==> config.mk <==
export PLATFORM = sky130hd
export DESIGN_NAME = packet_loss_injector_top
export DESIGN_NICKNAME = d
export VERILOG_FILES = /design/src/rtl/core/pli_pkg.sv /design/src/rtl/core/pli_interval_div.sv /design/src/rtl/core/pli_decide.sv /design/src/rtl/core/packet_loss_injector_top.sv
export SDC_FILE = /design/constraint.sdc
export NUM_CORES = 1
export LEC_CHECK = 0
export BUFFER_PORTS_ARGS = -buffer_cell sky130_fd_sc_hd__buf_2
export CAP_MARGIN = 25
export CORE_MARGIN = 2
export CORE_UTILIZATION = 40
export DETAILED_ROUTE_END_ITERATION = 8
export GPL_ROUTABILITY_DRIVEN = 0
export SYNTH_ARGS = -nofsm -noshare
export SYNTH_HDL_FRONTEND = slang
export SYNTH_HIERARCHICAL = 1
export SYNTH_SLANG_ARGS = --single-unit
==> constraint.sdc <==
create_clock -name clk -period 10.9 [get_ports clk]
set_input_delay 2.18 -clock clk [delete_from_list [all_inputs] [get_ports clk]]
set_output_delay 2.18 -clock clk [all_outputs]
set_load 0.05 [all_outputs]
==> src/rtl/core/pli_pkg.sv <==
package pli_pkg;

    localparam int unsigned PROB_BITS_DEF = 16;
    localparam int unsigned CFG_ADDR_W    = 2;
    localparam int unsigned OUT_TDATA_W   = 8;
    localparam int unsigned IVL_W         = 16;
    localparam int unsigned RAMP_W        = 9;

    localparam logic [IVL_W-1:0]  INTERVAL_MAX = 16'hFFFF;
    localparam logic [RAMP_W-1:0] RAMP_LEN     = 9'd300;

    // gilbert thresholds as fractions over ten, burst entry scale on the rate
    localparam int unsigned GE_DEN      = 10;
    localparam int unsigned GE_EXIT_NUM = 3;
    localparam int unsigned GE_CAP_NUM  = 8;
    localparam int unsigned GE_RATE_MUL = 3;

    typedef enum logic [CFG_ADDR_W-1:0] {
        REG_LOSS_RATE = 2'd0,
        REG_LOSS_MODE = 2'd1
    } cfg_reg_t;

    typedef enum logic [1:0] {
        MODE_RANDOM   = 2'd0,
        MODE_GILBERT  = 2'd1,
        MODE_PERIODIC = 2'd2,
        MODE_GRADUAL  = 2'd3
    } loss_mode_t;

    typedef struct packed {
        logic              in_burst;
        logic [IVL_W-1:0]  period_count;
        logic [RAMP_W-1:0] ramp_count;
    } run_state_t;

endpackage

==> src/rtl/core/pli_interval_div.sv <==
module pli_interval_div
    import pli_pkg::*;
#(
    parameter int unsigned PROB_BITS = PROB_BITS_DEF
)
(
    input  logic                 clk,
    input  logic                 rst_n,
    input  logic                 start,
    input  logic [PROB_BITS:0]   rate,
    output logic                 busy,
    output logic [IVL_W-1:0]     interval
);

    localparam int unsigned CW = $clog2(PROB_BITS + 1);
    localparam int unsigned QW = (PROB_BITS + 1 > IVL_W + 1) ? PROB_BITS + 1 : IVL_W + 1;

    logic [PROB_BITS:0]   rem_reg;
    logic [PROB_BITS:0]   q_reg;
    logic [PROB_BITS:0]   divisor_reg;
    logic [CW-1:0]        cnt_reg;
    logic                 busy_reg;
    logic [IVL_W-1:0]     interval_reg;

    logic [PROB_BITS+1:0] rem_sh;
    logic [PROB_BITS+1:0] rem_diff;
    logic                 ge;
    logic [PROB_BITS:0]   rem_next;
    logic [PROB_BITS:0]   q_next;
    logic [QW-1:0]        q_ext;
    logic [IVL_W-1:0]     interval_next;

    // restoring division of one (1 << PROB_BITS) by the rate, one quotient bit a cycle
    always_comb
    begin
        rem_sh   = {rem_reg, (cnt_reg == CW'(PROB_BITS))};
        rem_diff = rem_sh - {1'b0, divisor_reg};
        ge       = (rem_sh >= {1'b0, divisor_reg});
        rem_next = ge ? rem_diff[PROB_BITS:0] : rem_sh[PROB_BITS:0];
        q_next   = {q_reg[PROB_BITS-1:0], ge};
        q_ext    = QW'(q_next);
        if (q_ext > QW'(INTERVAL_MAX))
        begin
            interval_next = INTERVAL_MAX;
        end
        else if (q_ext == '0)
        begin
            interval_next = IVL_W'(1);
        end
        else
        begin
            interval_next = q_ext[IVL_W-1:0];
        end
    end

    always_ff @(posedge clk or negedge rst_n)
    begin
        if (!rst_n)
        begin
            busy_reg     <= 1'b0;
            interval_reg <= INTERVAL_MAX;
            rem_reg      <= '0;
            q_reg        <= '0;
            divisor_reg  <= '0;
            cnt_reg      <= '0;
        end
        else if (start)
        begin
            rem_reg     <= '0;
            q_reg       <= '0;
            divisor_reg <= rate;
            cnt_reg     <= CW'(PROB_BITS);
            if (rate == '0)
            begin
                busy_reg     <= 1'b0;
                interval_reg <= INTERVAL_MAX;
            end
            else
            begin
                busy_reg <= 1'b1;
            end
        end
        else if (busy_reg)
        begin
            rem_reg <= rem_next;
            q_reg   <= q_next;
            if (cnt_reg == '0)
            begin
                busy_reg     <= 1'b0;
                interval_reg <= interval_next;
            end
            else
            begin
                cnt_reg <= cnt_reg - 1'b1;
            end
        end
    end

    assign busy     = busy_reg;
    assign interval = interval_reg;

endmodule

==> src/rtl/core/pli_decide.sv <==
module pli_decide
    import pli_pkg::*;
#(
    parameter int unsigned PROB_BITS = PROB_BITS_DEF
)
(
    input  loss_mode_t             mode,
    input  logic [PROB_BITS:0]     rate,
    input  logic [IVL_W-1:0]       interval,
    input  logic                   run_start,
    input  logic [PROB_BITS-1:0]   sample,
    input  run_state_t             state_in,
    output logic                   drop,
    output run_state_t             state_out
);

    localparam int unsigned GW = PROB_BITS + 4;
    localparam int unsigned MW = PROB_BITS + RAMP_W + 2;

    run_state_t        st;
    logic [GW-1:0]     s10;
    logic [GW-1:0]     rate3;
    logic [IVL_W-1:0]  cnt1;
    logic [MW-1:0]     lhs;
    logic [MW-1:0]     rhs;

    always_comb
    begin
        st        = run_start ? '0 : state_in;
        state_out = st;
        drop      = 1'b0;

        s10   = GW'(sample) * GW'(GE_DEN);
        rate3 = GW'(rate) * GW'(GE_RATE_MUL);
        cnt1  = st.period_count + 1'b1;
        lhs   = MW'(sample) * MW'(RAMP_LEN);
        rhs   = (MW'(rate) * MW'(st.ramp_count)) << 1;

        case (mode)
            MODE_RANDOM:
            begin
                drop = ({1'b0, sample} < rate);
            end
            MODE_GILBERT:
            begin
                if (st.in_burst)
                begin
                    if (s10 < (GW'(GE_EXIT_NUM) << PROB_BITS))
                    begin
                        state_out.in_burst = 1'b0;
                    end
                    else
                    begin
                        drop = 1'b1;
                    end
                end
                else if ((GW'(sample) < rate3) && (s10 < (GW'(GE_CAP_NUM) << PROB_BITS)))
                begin
                    state_out.in_burst = 1'b1;
                    drop               = 1'b1;
                end
            end
            MODE_PERIODIC:
            begin
                if (cnt1 >= interval)
                begin
                    state_out.period_count = '0;
                    drop                   = 1'b1;
                end
                else
                begin
                    state_out.period_count = cnt1;
                end
            end
            MODE_GRADUAL:
            begin
                // threshold uses the count before it steps; cap at one half
                if (st.ramp_count < RAMP_LEN)
                begin
                    state_out.ramp_count = st.ramp_count + 1'b1;
                end
                drop = (lhs < rhs) && !sample[PROB_BITS-1];
            end
            default:
            begin
                drop = 1'b0;
            end
        endcase
    end

endmodule

==> src/rtl/core/packet_loss_injector_top.sv <==
// an accepted item is registered in the input register; its decision then loads the result
// register once that register is free or being read
// throughput: one item per cycle while m_axis_tready is high, cfg_valid is low and the
// divider is idle; a waiting result holds off input once the input register is also full
// a rate write recomputes the periodic interval in a bit-serial divider; input is held
// off while it runs (the divider does not run when the rate is zero)
// reset: rst_n is asynchronous, clears rate, mode, burst flag and counters, interval to 65535
module packet_loss_injector_top
    import pli_pkg::*;
#(
    parameter int unsigned PROB_BITS = PROB_BITS_DEF
)
(
    input  logic                                clk,
    input  logic                                rst_n,

    input  logic                                s_axis_tvalid,
    output logic                                s_axis_tready,
    input  logic [((PROB_BITS + 7) / 8) * 8-1:0] s_axis_tdata,  // uniform_sample
    input  logic                                s_axis_tuser,  // run_start

    output logic                                m_axis_tvalid,
    input  logic                                m_axis_tready,
    output logic [OUT_TDATA_W-1:0]              m_axis_tdata,  // drop

    input  logic                                cfg_valid,
    output logic                                cfg_ready,
    input  logic [CFG_ADDR_W-1:0]               cfg_addr,
    input  logic [PROB_BITS:0]                  cfg_data
);

    logic [PROB_BITS:0]     drop_rate_reg;
    loss_mode_t             loss_mode_reg;
    run_state_t             state_reg;

    logic                   in_valid_reg;
    logic                   in_run_start_reg;
    logic [PROB_BITS-1:0]   in_sample_reg;
    logic                   out_valid_reg;
    logic                   drop_reg;

    logic                   cfg_we;
    logic                   rate_we;
    logic                   mode_we;
    logic                   div_busy;
    logic [IVL_W-1:0]       interval;
    logic                   advance;
    logic                   accept;
    logic                   drop_next;
    run_state_t             state_next;

    assign cfg_ready = 1'b1;
    assign cfg_we    = cfg_valid && cfg_ready;
    assign rate_we   = cfg_we && (cfg_addr == REG_LOSS_RATE);
    assign mode_we   = cfg_we && (cfg_addr == REG_LOSS_MODE);

    assign advance       = in_valid_reg && (!out_valid_reg || m_axis_tready);
    assign s_axis_tready = (!in_valid_reg || advance) && !div_busy && !cfg_valid;
    assign accept        = s_axis_tvalid && s_axis_tready;

    pli_interval_div #(
        .PROB_BITS (PROB_BITS)
    ) u_div (
        .clk      (clk),
        .rst_n    (rst_n),
        .start    (rate_we),
        .rate     (cfg_data),
        .busy     (div_busy),
        .interval (interval)
    );

    pli_decide #(
        .PROB_BITS (PROB_BITS)
    ) u_decide (
        .mode      (loss_mode_reg),
        .rate      (drop_rate_reg),
        .interval  (interval),
        .run_start (in_run_start_reg),
        .sample    (in_sample_reg),
        .state_in  (state_reg),
        .drop      (drop_next),
        .state_out (state_next)
    );

    always_ff @(posedge clk or negedge rst_n)
    begin
        if (!rst_n)
        begin
            drop_rate_reg <= '0;
            loss_mode_reg <= MODE_RANDOM;
            state_reg     <= '0;
            in_valid_reg  <= 1'b0;
            out_valid_reg <= 1'b0;
        end
        else
        begin
            if (accept)
            begin
                in_valid_reg <= 1'b1;
            end
            else if (advance)
            begin
                in_valid_reg <= 1'b0;
            end

            if (advance)
            begin
                out_valid_reg <= 1'b1;
            end
            else if (m_axis_tready)
            begin
                out_valid_reg <= 1'b0;
            end

            if (rate_we)
            begin
                drop_rate_reg <= cfg_data;
            end
            // a mode write wins over any state update
            if (mode_we)
            begin
                loss_mode_reg <= loss_mode_t'(cfg_data[1:0]);
                state_reg     <= '0;
            end
            else if (advance)
            begin
                state_reg <= state_next;
            end
        end
    end

    always_ff @(posedge clk)
    begin
        if (accept)
        begin
            in_sample_reg    <= s_axis_tdata[PROB_BITS-1:0];
            in_run_start_reg <= s_axis_tuser;
        end
        if (advance)
        begin
            drop_reg <= drop_next;
        end
    end

    assign m_axis_tvalid = out_valid_reg;
    assign m_axis_tdata  = OUT_TDATA_W'(drop_reg);

`ifndef SYNTHESIS
    a_busy_blocks_input: assert property (@(posedge clk) disable iff (!rst_n)
        div_busy |-> !s_axis_tready)
        else $error("input accepted while interval divider busy");

    a_advance_fills_output: assert property (@(posedge clk) disable iff (!rst_n)
        advance |=> out_valid_reg)
        else $error("result register not loaded after advance");

    a_ramp_saturates: assert property (@(posedge clk) disable iff (!rst_n)
        state_reg.ramp_count <= RAMP_LEN)
        else $error("ramp count past saturation");

    a_mode_write_clears: assert property (@(posedge clk) disable iff (!rst_n)
        mode_we |=> (state_reg == '0))
        else $error("mode write did not clear run state");

    a_interval_nonzero: assert property (@(posedge clk) disable iff (!rst_n)
        interval != '0)
        else $error("periodic interval is zero");
`endif

endmodule

==> flow_summary.html <==
<table>
<tr><th>Metric</th><th>Value</th></tr>
<tr><th colspan="2">Floorplanning</th></tr>
<tr><td>Die area</td><td>0.0444 mm2</td></tr>
<tr><td>Starting density of the core</td><td>40.6%</td></tr>
<tr><td>Core region area</td><td>0.0420 mm2</td></tr>
<tr><td>Die extent in x</td><td>211 um</td></tr>
<tr><td>Vertical extent of the die</td><td>211 um</td></tr>
<tr><td>Number of rows in the core area</td><td>75</td></tr>
<tr><td>I/O Pins</td><td>52</td></tr>
<tr><th colspan="2">STA</th></tr>
<tr><td>Number of failing setup endpoints in the final timing report</td><td>0</td></tr>
<tr><td>Max-slew headroom</td><td>27.3%</td></tr>
<tr><td>Total count of max-transition violations in the final report</td><td>0</td></tr>
<tr><td>Final critical-path setup slack</td><td>3.84 ns</td></tr>
<tr><td>Highest clock frequency the design can meet</td><td>142 MHz</td></tr>
<tr><td>Slew at the pin closest to its max-slew limit</td><td>1.09 ns</td></tr>
<tr><td>Post-route setup TNS</td><td>0 ns</td></tr>
<tr><td>Final Critical Period</td><td>7.06 ns</td></tr>
<tr><td>Final Hold Violating Endpoints</td><td>0</td></tr>
<tr><td>Worst setup skew after layout</td><td>0.0222 ns</td></tr>
<tr><td>Period Utilization, post-route</td><td>64.8%</td></tr>
<tr><td>Unrepaired setup endpoints after global routing</td><td>no</td></tr>
<tr><th colspan="2">Detailed routing</th></tr>
<tr><td>Mean number of vias per cell</td><td>5.34</td></tr>
<tr><td>DRC violation total after the first TritonRoute iteration</td><td>790</td></tr>
<tr><td>Antenna violation net count after detailed routing</td><td>0</td></tr>
<tr><td>Overall routed net length</td><td>40700 um</td></tr>
<tr><td>Router iterations before antenna repair</td><td>6</td></tr>
<tr><td>Routed len/inst</td><td>16.5 um</td></tr>
<tr><td>Vias post-DR</td><td>13225</td></tr>
<tr><td>DRC violation count after routing</td><td>0</td></tr>
<tr><th colspan="2">CTS</th></tr>
<tr><td>Number of buffers added by the clock tree synthesis step</td><td>17</td></tr>
<tr><td>Post-cts sizing count</td><td>0</td></tr>
<tr><td>Insertion delay of the later-clocked pin in the worst-skew pair</td><td>0.47 ns</td></tr>
<tr><td>CTS hold repair buffers</td><td>0</td></tr>
<tr><td>TritonCTS sink count</td><td>137</td></tr>
<tr><td>Max H-tree Level</td><td>4</td></tr>
<tr><td>Clock-pin slew on the worst setup and hold paths</td><td>0.08 ns</td></tr>
<tr><td>TritonCTS clock tree</td><td>done</td></tr>
<tr><td>Root Driver</td><td>sky130_fd_sc_hd__clkbuf_16</td></tr>
<tr><td>Post-CTS Setup Repair Bufs</td><td>0</td></tr>
<tr><td>Largest buffer count on any clock path</td><td>2</td></tr>
<tr><th colspan="2">Synth</th></tr>
<tr><td>Netlist Area Pre-Place</td><td>0.0171 mm2</td></tr>
<tr><td>Ys Warns</td><td>6</td></tr>
<tr><td>Biggest area consumer among synthesized cells</td><td>sky130_fd_sc_hd__ha_1</td></tr>
<tr><td>Fraction of registers with async set or reset after synthesis</td><td>86.9%</td></tr>
<tr><td>Combinational family with the most area after synthesis</td><td>adder cells</td></tr>
<tr><td>Number of cells produced by synthesis</td><td>1925</td></tr>
<tr><td>Ys flop type</td><td>sky130_fd_sc_hd__dfrtp_1</td></tr>
<tr><td>Share of the yosys chip area belonging to registers</td><td>20.7%</td></tr>
<tr><td>Flops &amp; latches, synth</td><td>137</td></tr>
<tr><td>Synth Area in Simple Gates</td><td>15.9%</td></tr>
<tr><td>Multiplexer area fraction after synthesis</td><td>3.37%</td></tr>
<tr><td>Share of the synthesized area in compound gates (AO/OA/AOI/OAI)</td><td>14.6%</td></tr>
<tr><td>Share of Yosys cell area claimed by the top area cell type</td><td>16.6%</td></tr>
<tr><td>Post-Synth Adder-Cell Area</td><td>32.0%</td></tr>
<tr><td>Synth Area per Inst</td><td>8.87 um2</td></tr>
<tr><td>Post-synth cell types</td><td>91</td></tr>
<tr><td>Area contributors post-synth</td><td>sky130_fd_sc_hd__ha_1 17%, sky130_fd_sc_hd__fa_1 15%, sky130_fd_sc_hd__dfrtp_1 15%</td></tr>
<tr><td>Number of synthesized flops with an enable pin</td><td>18</td></tr>
<tr><td>XOR/XNOR share of the synthesized area</td><td>4.21%</td></tr>
<tr><th colspan="2">Setup path</th></tr>
<tr><td>Crit path top cell by count</td><td>sky130_fd_sc_hd__fa_1</td></tr>
<tr><td>Setup crit start kind</td><td>flop</td></tr>
<tr><td>Maximum net fanout on the critical path</td><td>31</td></tr>
<tr><td>Longest individual stage delay on the worst path</td><td>0.52 ns</td></tr>
<tr><td>WP data required</td><td>11.23 ns</td></tr>
<tr><td>Crit path capture type</td><td>flop</td></tr>
<tr><td>Startpoint-to-endpoint class of the critical path</td><td>reg2reg</td></tr>
<tr><td>Standard cell with the maximum stage delay on the critical path</td><td>sky130_fd_sc_hd__fa_1</td></tr>
<tr><td>Data arrival, critical path</td><td>7.39 ns</td></tr>
<tr><th colspan="2">Worst hold path</th></tr>
<tr><td>Worst hold-check path type</td><td>reg2reg</td></tr>
<tr><th colspan="2">Final layout</th></tr>
<tr><td>Commonest cells after routing, fill and taps aside</td><td>288 x sky130_fd_sc_hd__inv_1, 226 x sky130_fd_sc_hd__ha_1, 156 x sky130_fd_sc_hd__nand2_1</td></tr>
<tr><td>Final net count</td><td>2322</td></tr>
<tr><td>Largest register FFs</td><td>26</td></tr>
<tr><td>Final std cells w/o fill</td><td>2475</td></tr>
<tr><td>Synthesis-to-finish area growth</td><td>7.10%</td></tr>
<tr><td>Post-layout utilization of the core</td><td>43.5%</td></tr>
<tr><td>Most common cell after layout, fill and taps aside</td><td>sky130_fd_sc_hd__inv_1</td></tr>
<tr><td>Filler cell count</td><td>4157</td></tr>
<tr><td>Number of antenna cells inserted</td><td>0</td></tr>
<tr><td>Layout cell share with drive strength beyond 1</td><td>8.47%</td></tr>
<tr><th colspan="2">Pwr</th></tr>
<tr><td>Leakage power of the design</td><td>9.13 nW</td></tr>
<tr><td>Worst ir drop on vdd</td><td>0.000149 V</td></tr>
<tr><td>Power density over the cells</td><td>174 mW/mm2</td></tr>
<tr><th colspan="2">Global routing</th></tr>
<tr><td>Wire length of the first global-routing pass</td><td>68400 um</td></tr>
<tr><td>Global route total overflow</td><td>0</td></tr>
<tr><td>Total GRT Usage</td><td>19.2%</td></tr>
<tr><td>Maximum number of pins on one net before global-route repair</td><td>88</td></tr>
<tr><td>Antenna violations before repair</td><td>1</td></tr>
<tr><td>Number of global-route vias before repair</td><td>13579</td></tr>
<tr><th colspan="2">Placed design</th></tr>
<tr><td>Half-perimeter wire length after detailed placement</td><td>31500 um</td></tr>
<tr><td>Post-placement cell count</td><td>2442</td></tr>
<tr><td>Input/output buffers</td><td>43</td></tr>
<tr><td>Worst slack, placed</td><td>3.91 ns</td></tr>
<tr><th colspan="2">Outcome</th></tr>
<tr><td>Status</td><td>finished clean</td></tr>
<tr><th colspan="2">Run</th></tr>
<tr><td>Count of max-cap constraint violations</td><td>0</td></tr>
</table>
==> cell families after synthesis <==
| kind of cell | Yosys count |
|---|---|
| and+or+nand+nor | 538 |
| AOI/OAI and AO/OA | 380 |
| buffers and inverters | 377 |
| adders and majority gates | 358 |
| DFF | 137 |
| xor gates and xnor gates | 82 |
| muxes | 51 |
| other | 2 |
==> area by class of cell <==
class | count | area, um2 | share of cell area, %
Multi-Input combinational cell | 1417 | 12000 | 65.7
Sequential cell | 137 | 3540 | 19.4
Clock inverter | 13 | 136 | 0.746
Tap cell | 539 | 674 | 3.69
Clock buffer | 19 | 454 | 2.48
Timing Repair Buffer | 61 | 388 | 2.12
Inverter | 289 | 1080 | 5.93
==> metal layers <==
layer / track usage, % / routed length [um] / share of wire, %
met3: 3.63 / 1850 / 4.5
met2: 32.9 / 19600 / 48
met5: 0 / 9 / 0.022
met4: 4.76 / 586 / 1.4
met1: 25.0 / 18700 / 46
==> synthesized netlist by cell type (all sizes together), types with 6 or more instances <==
cell type,number
a31oi,11
nand3,52
nand4,19
o21a,14
dfstp,16
a2111oi,6
a211oi,25
ha,226
o21bai,7
nor2b,22
mux2,25
nor4,11
nand2,156
dfrtp,103
xor2,40
a21oi,103
nand3b,7
or2,6
a21o,32
xnor2,42
inv,288
a211o,7
nor2,100
clkbuf,46
or3,18
buf,41
nand2b,18
fa,132
mux2i,26
edfxtp,18
and2,88
and3,10
o21ai,100
nor3,19
a22o,14
o22a,14
o211ai,6
==> worst max-delay path, delay by kind of cell (launching register included) <==
kind / cells / cell delay, ns
compound gates: 11 / 2.33
xor+xnor: 1 / 0.14
simple gates: 5 / 0.77
fa+ha+maj: 6 / 2.65
buf+inv: 5 / 0.68
flops: 1 / 0.36
==> final timing paths <==
path,slack (ns),endpoint,start,cells past startpoint
setup / recovery,3.84,drop_reg$_DFFE_PP_,in_run_start_reg$_DFFE_PP_,28
hold / removal,0.52,u_div/interval[1]$_DFFE_PN1P_,u_div/interval[1]$_DFFE_PN1P_,2
setup reg to reg,3.84,drop_reg$_DFFE_PP_,in_run_start_reg$_DFFE_PP_,28
hold reg to reg,0.52,u_div/interval[1]$_DFFE_PN1P_,u_div/interval[1]$_DFFE_PN1P_,2
max in group asynchronous,8.20,u_div/rem_reg[0]$_DFFE_PN0P_,rst_n,3
min in group asynchronous,1.72,u_div/q_reg[10]$_DFFE_PN0P_,rst_n,1
==> per-stage QoR <==
| stage | power [mW] | hold WS, ns | cell area [um2] |
|---|---|---|---|
| floorplan | 2.19 | 0.477 | 17100 |
| global placement | 2.54 | 0.501 | 17600 |
| detailed placement | 2.59 | 0.512 | 17700 |
| CTS | 3.21 | 0.524 | 18300 |
| global route | 3.50 | 0.551 | 18300 |
| finish | 3.19 | 0.524 | 18300 |
==> power breakdown <==
part           leakage (nW)  internal [mW]  total [mW]  switching (mW)
Combinational          7.20          0.780        1.75           0.968
Sequential             1.64          0.677       0.841           0.163
Clock                 0.288          0.333       0.602           0.268
(Power assumes the default switching activity.)
